**src/rtl/core/werm_pkg.sv**
```systemverilog
`timescale 1ns / 1ps
// ----------------------------------------------------------------------------
// werm_pkg
// types and constants shared by the event rate meter modules
// ----------------------------------------------------------------------------
package werm_pkg;

  localparam int unsigned ChanW = 3;
  localparam logic [31:0] WindowReset = 32'd5000;
  localparam logic [7:0]  ActiveReset = 8'hFF;
  localparam logic [19:0] MhzScale = 20'd1000000;

  typedef enum logic {
    FUNC_ARRIVAL = 1'b0,
    FUNC_TICK    = 1'b1
  } func_e;

  typedef enum logic {
    REG_WINDOW = 1'b0,
    REG_ACTIVE = 1'b1
  } reg_e;

  typedef struct packed {
    logic        func;
    logic [2:0]  channel;
    logic [31:0] time_ms;
  } in_word_t;

  typedef struct packed {
    logic [2:0]  out_channel;
    logic [31:0] rate_mhz;
    logic        last;
  } out_word_t;

  typedef enum logic [3:0] {
    ST_IDLE,
    ST_NEXT,
    ST_APPEND,
    ST_RDFRONT,
    ST_WAITRD,
    ST_CHECK,
    ST_MUL,
    ST_DIV,
    ST_EMIT
  } back_state_e;

endpackage

```
**src/rtl/core/werm_front.sv**
```systemverilog
`timescale 1ns / 1ps
// ----------------------------------------------------------------------------
// werm_front
// accepts input words, counts arrivals, queues ticks with a count snapshot
// ----------------------------------------------------------------------------
module werm_front import werm_pkg::*; #(
  parameter int unsigned NUM_CHANNELS = 8
) (
  input  logic        clk_i,
  input  logic        rst_ni,
  input  logic        in_valid_i,
  output logic        in_stall_o,
  input  in_word_t    in_word_i,
  output logic        tick_valid_o,
  input  logic        tick_pop_i,
  output logic [31:0] tick_time_o,
  output logic [NUM_CHANNELS*32-1:0] tick_counts_o
);

  localparam int unsigned QD = 2;

  logic [31:0] counts_q [NUM_CHANNELS];
  logic [31:0] qtime_q [QD];
  logic [NUM_CHANNELS*32-1:0] qcnt_q [QD];
  logic [1:0] fill_q;
  logic       wr_q, rd_q;
  logic       acc, is_tick;
  logic [NUM_CHANNELS*32-1:0] snap;

  assign in_stall_o = (fill_q == 2'd2);
  assign acc = in_valid_i && !in_stall_o;
  assign is_tick = (in_word_i.func == FUNC_TICK);

  always_comb begin
    for (int c = 0; c < NUM_CHANNELS; c++) snap[c*32 +: 32] = counts_q[c];
  end

  always_ff @(posedge clk_i or negedge rst_ni) begin
    if (!rst_ni) begin
      for (int c = 0; c < NUM_CHANNELS; c++) counts_q[c] <= '0;
    end else if (acc && !is_tick && ({29'd0, in_word_i.channel} < NUM_CHANNELS)) begin
      for (int c = 0; c < NUM_CHANNELS; c++) begin
        if (in_word_i.channel == ChanW'(c)) counts_q[c] <= counts_q[c] + 32'd1;
      end
    end
  end

  always_ff @(posedge clk_i) begin
    if (acc && is_tick) begin
      qtime_q[wr_q] <= in_word_i.time_ms;
      qcnt_q[wr_q]  <= snap;
    end
  end

  always_ff @(posedge clk_i or negedge rst_ni) begin
    if (!rst_ni) begin
      fill_q <= '0;
      wr_q   <= 1'b0;
      rd_q   <= 1'b0;
    end else begin
      if (acc && is_tick) wr_q <= ~wr_q;
      if (tick_pop_i) rd_q <= ~rd_q;
      fill_q <= fill_q + {1'b0, acc && is_tick} - {1'b0, tick_pop_i};
    end
  end

  assign tick_valid_o  = (fill_q != 2'd0);
  assign tick_time_o   = qtime_q[rd_q];
  assign tick_counts_o = qcnt_q[rd_q];

endmodule

```
**config.mk**
```make
export PLATFORM = sky130hd
export DESIGN_NAME = werm_front
export DESIGN_NICKNAME = d
export VERILOG_FILES = /design/src/rtl/core/werm_pkg.sv /design/src/rtl/core/werm_front.sv
export SDC_FILE = /design/constraint.sdc
export NUM_CORES = 1
export LEC_CHECK = 0
export BUFFER_PORTS_ARGS = -buffer_cell sky130_fd_sc_hd__clkbuf_2
export CAP_MARGIN = 20
export CORE_ASPECT_RATIO = 1.25
export CORE_UTILIZATION = 63
export DETAILED_ROUTE_END_ITERATION = 10
export GPL_TIMING_DRIVEN = 0
export MAX_ROUTING_LAYER = met4
export PLACE_DENSITY = 0.84
export SLEW_MARGIN = 20
export SYNTH_ARGS = -nofsm -noshare
export SYNTH_HDL_FRONTEND = slang
export SYNTH_SLANG_ARGS = --single-unit
```
**constraint.sdc**
```tcl
create_clock -name clk_i -period 42.5 [get_ports clk_i]
set_clock_uncertainty 0.15 [all_clocks]
set_input_delay 4.25 -clock clk_i [delete_from_list [all_inputs] [get_ports clk_i]]
set_output_delay 4.25 -clock clk_i [all_outputs]
set_load 0.005 [all_outputs]
```
# Word level (Yosys, flattened, before mapping)
# Memory sizes are Yosys's and may differ from the RTL's.
# Index checks and enable logic that the tools add are counted.
# totals
memories,2
inputBits,40
ram_bits,576
elab_cells,50
output_inout_bits,290
ff_bits,260
# memory_table
name,depth,word_bits,rd,rd_ports_with_merged_regs,write_ports,line_no,source
qcnt_q,2,256,1,0,1,werm_front.sv:24,logic [NUM_CHANNELS*32-1:0] qcnt_q [QD];
qtime_q,2,32,1,0,1,werm_front.sv:23,logic [31:0] qtime_q [QD];
# classes
muxes,2
bitwise,2
n_eq_ne,8
add_sub_neg,10
reduce_logical,15
# op_table
operator,count
"adder 32 x 1 -> 32 bit, second input constant",8
AND reduction 2 bit,8
"== test 3 bit, second input constant",4
"== test 3 x 2 -> 1 bit, second input constant",2
"== test 3 x 1 -> 1 bit, second input constant",1
logical AND 1 bit,3
logical NOT 3 bit,1
adder 2 x 1 -> 2 bit,1
"== test 2 bit, second input constant",1
logical NOT 1 bit,2
two-way mux 1 bit,2
inverter 1 bit,2
nonzero test 2 bit,1
subtractor 2 x 1 -> 2 bit,1

# Depth between registers and ports, before layout
# Gate-level depths: netlist of the first run.
# logic_depth
ltp_word,6
depth_mapped,8
depth_no_buf,6

# Worst setup path after synthesis of the first run
# OpenSTA, ideal clock, no wires.
# synth_path
kind,input-to-reg
from,input in_valid_i
to,"memory qcnt_q[0][0] (netlist bit), enable pin"
required_ps,41406
setup_slack_ps,25012
path_buffers,0
arrival_ps,16394
stages,2
setup_ps,944
path_cell_list,nand3_1 -> nor2_1
# synth_between
elab_chain_cells,4
# synth_lines
element,line_no,source
from (decl),werm_front.sv:11,"input logic in_valid_i,"
logical AND 1 bit,werm_front.sv:31,assign acc = in_valid_i && !in_stall_o;
logical AND 1 bit,werm_front.sv:49,if (acc && is_tick) begin
two-way mux 1 bit,werm_front.sv:49,
two-way mux 1 bit (not written as such),werm_front.sv:51,qcnt_q[wr_q] <= snap;
to (decl),werm_front.sv:24,
# Every way passes these cells.

# Worst setup path in the final report of the first run
# layout_path
from,register rd_q
to,output tick_counts_o[222]
# layout_between
elab_chain_cells,1
# layout_lines
element,line_no,source
from (decl),werm_front.sv:26,"logic wr_q, rd_q;"
from (signal assigned),werm_front.sv:62,if (tick_pop_i) rd_q <= ~rd_q;
memory read (2 x 256 bit),n/a,
to (decl),werm_front.sv:17,output logic [NUM_CHANNELS*32-1:0] tick_counts_o
# Every way passes these cells.

==> impl_metrics.toml, run 1 <==
[run_status]
status = "finished clean"

[worst_setup_path]
cp-end-kind = "output pin"
worstPathMaxFanout = 11
critPathTopFamily = "buffers and inverters"
critical_path_cell_count = 5
rrSetupSlack_ps = 39590
worstSetupPathType = "reg -> out"
r2r-end = "qcnt_q[0][106]"
critical_path_buf_inv_count = 4
worstReg2RegStart = "fill_q[1]"
critPathSlowestCell = "clkbuf_1"
ff2ff_path_depth = 8
crit_top_cell = "clkbuf_1"
startpoint = "rd_q"
start_kind = "register"
path_cells = "clkbuf_1 -> clkbuf_1 -> clkbuf_1 -> mux2_2 -> clkbuf_2"
arrival_ps = 3600
slowest_delay_ps = 820
crit_required_ps = 38100

[floorplan]
row_count = 92
die_h_um = 256
die_w_um = 205
initial_core_util = 0.642
pin_count = 330
dieArea_um2 = 52500
core_area_um2 = 50600

[timing]
setup_violations = 0
timing.final.crit_period_ps = 8000
grt_setup_unrepaired = "false"
timing.final.max_slew_violations = 0
fin_tns_setup_ps = 0
hold_viol_final = 0
relSlewSlack = 0.317
min_period_over_period = 0.188
tightest_slew_ps = 1020
max_freq_mhz = 125

[hold_path]
whs_path_depth = 0
min_to = "qcnt_q[1][237]"
hp-class = "reg -> reg"
hold_path_startpoint = "counts_q[13]"

[route]
postRouteAntennaNets = 0
vias_per_cell = 5.69
firstDrtPassIters = 7
route.detailed.drc = 0
dr_total_vias = 17800
postRouteWirelength_um = 66100
wl_per_cell_um = 21.1
drt_iter0_drc = 1035

[pwr]
leakage_nw = 15.6
power.total_w = 0.00205
power_density_nw_per_um2 = 53.5
irDropWorstVdd_mv = 0.0428

[yosys]
synth_edf_count = 576
yosysMostFrequentCell = "edfxtp_1"
ys_top_cells_by_area = "edfxtp_1 (53%), dfrtp_1 (20%), mux2_2 (10%)"
yosys.area.top_type = "edfxtp_1"
netlist_top_cells_count = "edfxtp_1 (576), mux2_2 (295), dfrtp_1 (260), xnor2_1 (146), xor2_1 (107)"
seq_area_frac_synth = 0.732
synthCells = 1977
async_reset_ff_frac = 0.311
postSynthNetCount = 2026
synth_ff_type = "edfxtp_1"
syn_avg_cell_area_um2 = 16.4
ys_warn_count = 0
yosysTopAreaCellShare = 0.532
syn_area_um2 = 32500
ys_types = 39
ys_seq_elements = 836

[run]
drv_cap = 0

[place]
hpwlAfterDp_um = 45300
port_buffers = 328
gp_congestion = 0.870

[clocking]
postCtsSetupRepairBufs = 0
clk_pin_slew_worst_paths_ps = 60
cts_htree_levels = 3
cts-hold-fix-buffers = 0
insertion_delay_ps = 620
cts_buffers = 76
clock-sinks = 836
cts_resized = 0
cts_tree = "yes"
clock_path_buffers = 3
cts_root_buffer = "clkbuf_16"

[global_routing]
grt_pass1_vias = 18500
grt_overflow_total = 0
grt_max_degree = 89
grt_pass1_wl_um = 102000
track_usage = 0.264
grt_antenna_before_repair = 2

[finish]
fin_util = 0.755
drive_gt1_frac = 0.325
syn_to_final_growth_pct = 17.7
finalNetCount = 2461
area by class of cell:
cell class | count | area, um^2
clock inverters | 31 | 253
fillers | 2912 | 12400
multi-input cells | 1061 | 8410
plain buffers | 49 | 200
inverters | 31 | 119
clock buffers | 107 | 2280
flip-flops and latches | 836 | 23800
well taps | 658 | 823
diodes | 2 | 5.00
repair buffers | 357 | 2360
how the worst max path moves through the flow:
stage	to	slack [ps]
after CTS	tick_counts_o[208]	34410
after global routing	tick_counts_o[208]	34380
after detailed placement	tick_counts_o[208]	35080
after floorplan	qcnt_q[0][0]	25010
after global placement	qcnt_q[0][104]	18670
final	tick_counts_o[222]	34500
flip-flops by register name, indices dropped and copies added (netlist names):
register  cells
wr_q          1
counts_q    256
qcnt_q      512
rd_q          1
qtime_q      64
fill_q        2
stage by stage:
step / worst slack (ps) / std cells / area [um^2] / hold slack [ps]
finish: 34500 / 3132 / 38200 / 328
global route: 34380 / 3132 / 38200 / 345
CTS: 34410 / 3130 / 38200 / 329
detailed placement: 35080 / 2992 / 35700 / 314
global placement: 18670 / 2963 / 35000 / 299
floorplan: 25010 / 1977 / 32500 / 290
placed cells by master (no fill, tap or decap), types with 31 or more instances in the layout:
cell,instances
edfxtp_1,576
clkbuf_16,82
nor2_1,74
and3_1,31
mux2_2,295
nand4_1,66
xnor2_1,146
nor3_1,44
dfrtp_1,260
clkbuf_2,327
nand3_1,91
clkbuf_1,51
xor2_1,107
nand2_1,99
cells by family (layout without fill, tap and decap cells):
family,Yosys count,count (layout),synth area share
simple gates,504,504,0.0840
flops,836,836,0.732
xor+xnor,253,253,0.0682
other cells,0,2,0
mux,295,295,0.102
buf+inv,80,575,0.00982
fa+ha+maj,9,9,0.00346
worst reg2reg max path, cell delays in order (launching register included):
cell	delay [ps]
dfrtp_1	400
nand2b_1	80
buf_4	210
nand3_1	320
nor2_4	590
buf_16	250
buf_16	190
buf_12	210
buf_16	210
routing by layer:
metal  up-vias  track usage  wire length (um)
met5         -            -                 0
met4         0        0.102              2140
met3       127       0.0601              4530
met2       518        0.448             34700
met1      8993        0.304             24700
li1       8194            -                 -
where the power goes:
| group | internal, W | leakage, nW | switching, W | total [W] |
|---|---|---|---|---|
| combinational | 0.000184 | 5.17 | 0.000214 | 0.000398 |
| clock | 0.000393 | 1.24 | 0.000289 | 0.000682 |
| sequential | 0.000942 | 9.17 | 0.0000258 | 0.000968 |
| total | 0.00152 | 15.6 | 0.000529 | 0.00205 |
No activity file was read; power rests on OpenSTA's default activity.
==> run 2, diff against run 1 <==
--- a/config.mk
+++ b/config.mk
@@ -8,11 +8,11 @@
 export BUFFER_PORTS_ARGS = -buffer_cell sky130_fd_sc_hd__clkbuf_2
 export CAP_MARGIN = 20
 export CORE_ASPECT_RATIO = 1.25
-export CORE_UTILIZATION = 63
+export CORE_UTILIZATION = 59
 export DETAILED_ROUTE_END_ITERATION = 10
 export GPL_TIMING_DRIVEN = 0
 export MAX_ROUTING_LAYER = met4
-export PLACE_DENSITY = 0.84
+export PLACE_DENSITY = 0.8
 export SLEW_MARGIN = 20
 export SYNTH_ARGS = -nofsm -noshare
 export SYNTH_HDL_FRONTEND = slang
==> constraint.sdc (replaced) <==
create_clock -name clk_i -period 7.6 [get_ports clk_i]
set_clock_uncertainty 0.15 [all_clocks]
set_input_delay 0.76 -clock clk_i [delete_from_list [all_inputs] [get_ports clk_i]]
set_output_delay 0.76 -clock clk_i [all_outputs]
set_load 0.005 [all_outputs]
==> impl_metrics.toml, run 2 (synthesized netlist as in run 1, its figures left out) <==
[run_status]
status = "complete, but fails checks"
failed_checks = "negative hold slack"

[worst_setup_path]
start_kind = "register"
crit_required_ps = 6690
slowest_delay_ps = 750
critPathSlowestCell = "clkbuf_1"
worstPathMaxFanout = 10
worstSetupPathType = "reg -> out"
cp-end-kind = "output pin"
arrival_ps = 3510
path_cells = "clkbuf_1 -> clkbuf_1 -> clkbuf_1 -> mux2_2 -> clkbuf_2"
crit_top_cell = "clkbuf_1"

[route]
drt_iter0_drc = 1106
postRouteWirelength_um = 65600
postRouteAntennaNets = 0
dr_total_vias = 17700
route.detailed.drc = 0
vias_per_cell = 5.53
wl_per_cell_um = 20.5
firstDrtPassIters = 5

[timing]
timing.final.crit_period_ps = 4420
whs_ps = -23.8
setup_violations = 0
relSlewSlack = 0.266
fin_tns_setup_ps = 0
max_freq_mhz = 226
setup_ws_ps = 3180
grt_setup_unrepaired = "false"
tightest_slew_ps = 1100
timing.final.max_slew_violations = 0
hold_viol_final = 4
min_period_over_period = 0.581

[clocking]
cts_root_buffer = "clkbuf_16"
cts_htree_levels = 3
insertion_delay_ps = 610
cts_buffers = 78
cts_resized = 0
clock-sinks = 836
cts-hold-fix-buffers = 0
postCtsSetupRepairBufs = 0
clock_path_buffers = 3
cts_tree = "yes"
clk_pin_slew_worst_paths_ps = 60

[global_routing]
grt_pass1_wl_um = 103000
grt_antenna_before_repair = 0
met2_usage = 0.424
grt_use_met1 = 0.284
grt_max_degree = 79
track_usage = 0.247
grt-busiest-layer = "met2"
grt_pass1_vias = 18500
grt_overflow_total = 0
use_met3 = 0.0514

[pwr]
power.switching_w = 0.00297
irDropWorstVdd_mv = 0.221
power_frac_comb = 0.188
swShare = 0.254
p_clk_frac = 0.350
leakage_nw = 15.7
power_density_nw_per_um2 = 304
p_seq_frac = 0.461
p_int_w = 0.00875

[finish]
fill_cells = 3368
seq_area_um2 = 23800
fin_util = 0.712
top_register = "qcnt_q"
diodes = 0
reg.largest.list = "qcnt_q x512, counts_q x256, qtime_q x64"
largest_register_ffs = 512
multi_input_area_um2 = 8400
syn_to_final_growth_pct = 18.6
layout_common_cells = "edfxtp_1 (576), clkbuf_2 (327), mux2_2 (295), dfrtp_1 (260), xnor2_1 (146)"
layout_commonest_cell = "edfxtp_1"
drive_gt1_frac = 0.327
finalNetCount = 2463
finalNonFillerCells = 3207

[floorplan]
core_area_um2 = 54100
row_count = 95
die_w_um = 212
die_h_um = 264
initial_core_util = 0.601
dieArea_um2 = 56000
pin_count = 330

[hold_path]
hp-class = "in -> async"

[place]
place_ws_ps = 3750
place_inst = 3061
hpwlAfterDp_um = 45500
gp_congestion = 0.828
port_buffers = 328

[run]
drv_cap = 0
[run 2: area by class of cell]
type	count	area share
plain buffers	49	0.00520
clock buffers	107	0.0583
clock inverters	39	0.0132
inverters	31	0.00308
multi-input cells	1061	0.218
flip-flops and latches	836	0.618
well taps	727	0.0236
repair buffers	357	0.0608
[run 2: power by group through the flow]
stage	logic (W)	registers, W	clock network, W
detailed placement	0.00224	0.00550	0
finish	0.00221	0.00541	0.00411
global placement	0.00206	0.00567	0
floorplan	0.00121	0.00558	0
CTS	0.00226	0.00541	0.00417
global route	0.00238	0.00544	0.00434
[run 2: per-layer routing]
| metal | share of wire | vias up | wire [um] |
|---|---|---|---|
| met5 | 0 | - | 0 |
| met4 | 0.032 | 0 | 2110 |
| met3 | 0.056 | 111 | 3690 |
| met1 | 0.38 | 8976 | 25200 |
| li1 | - | 8220 | - |
| met2 | 0.53 | 429 | 34700 |
[run 2: worst max-delay path: cells and delay by family (launching register included)]
kind / cells / cell delay (ps)
flops: 1 / 320
mux: 1 / 440
buf+inv: 4 / 2130
[run 2: worst paths after layout]
check	from	end	slack [ps]	cells after the start
setup / recovery	rd_q	tick_counts_o[217]	3180	5
hold / removal	rst_ni	counts_q[64]	-20	1
setup reg to reg	fill_q[1]	counts_q[49]	4690	7
hold reg to reg	counts_q[178]	qcnt_q[0][82]	320	0
max in group asynchronous	rst_ni	counts_q[216]	6140	3
min in group clk_i	in_word_i[14]	qtime_q[0][14]	180	1
[run 2: per-stage QoR]
stage	area [um^2]	power, W
2_1_floorplan	32500	0.00678
3_3_place_gp	35100	0.00773
3_5_place_dp	35800	0.00774
4_1_cts	38500	0.0118
5_1_grt	38500	0.0122
6_report	38500	0.0117
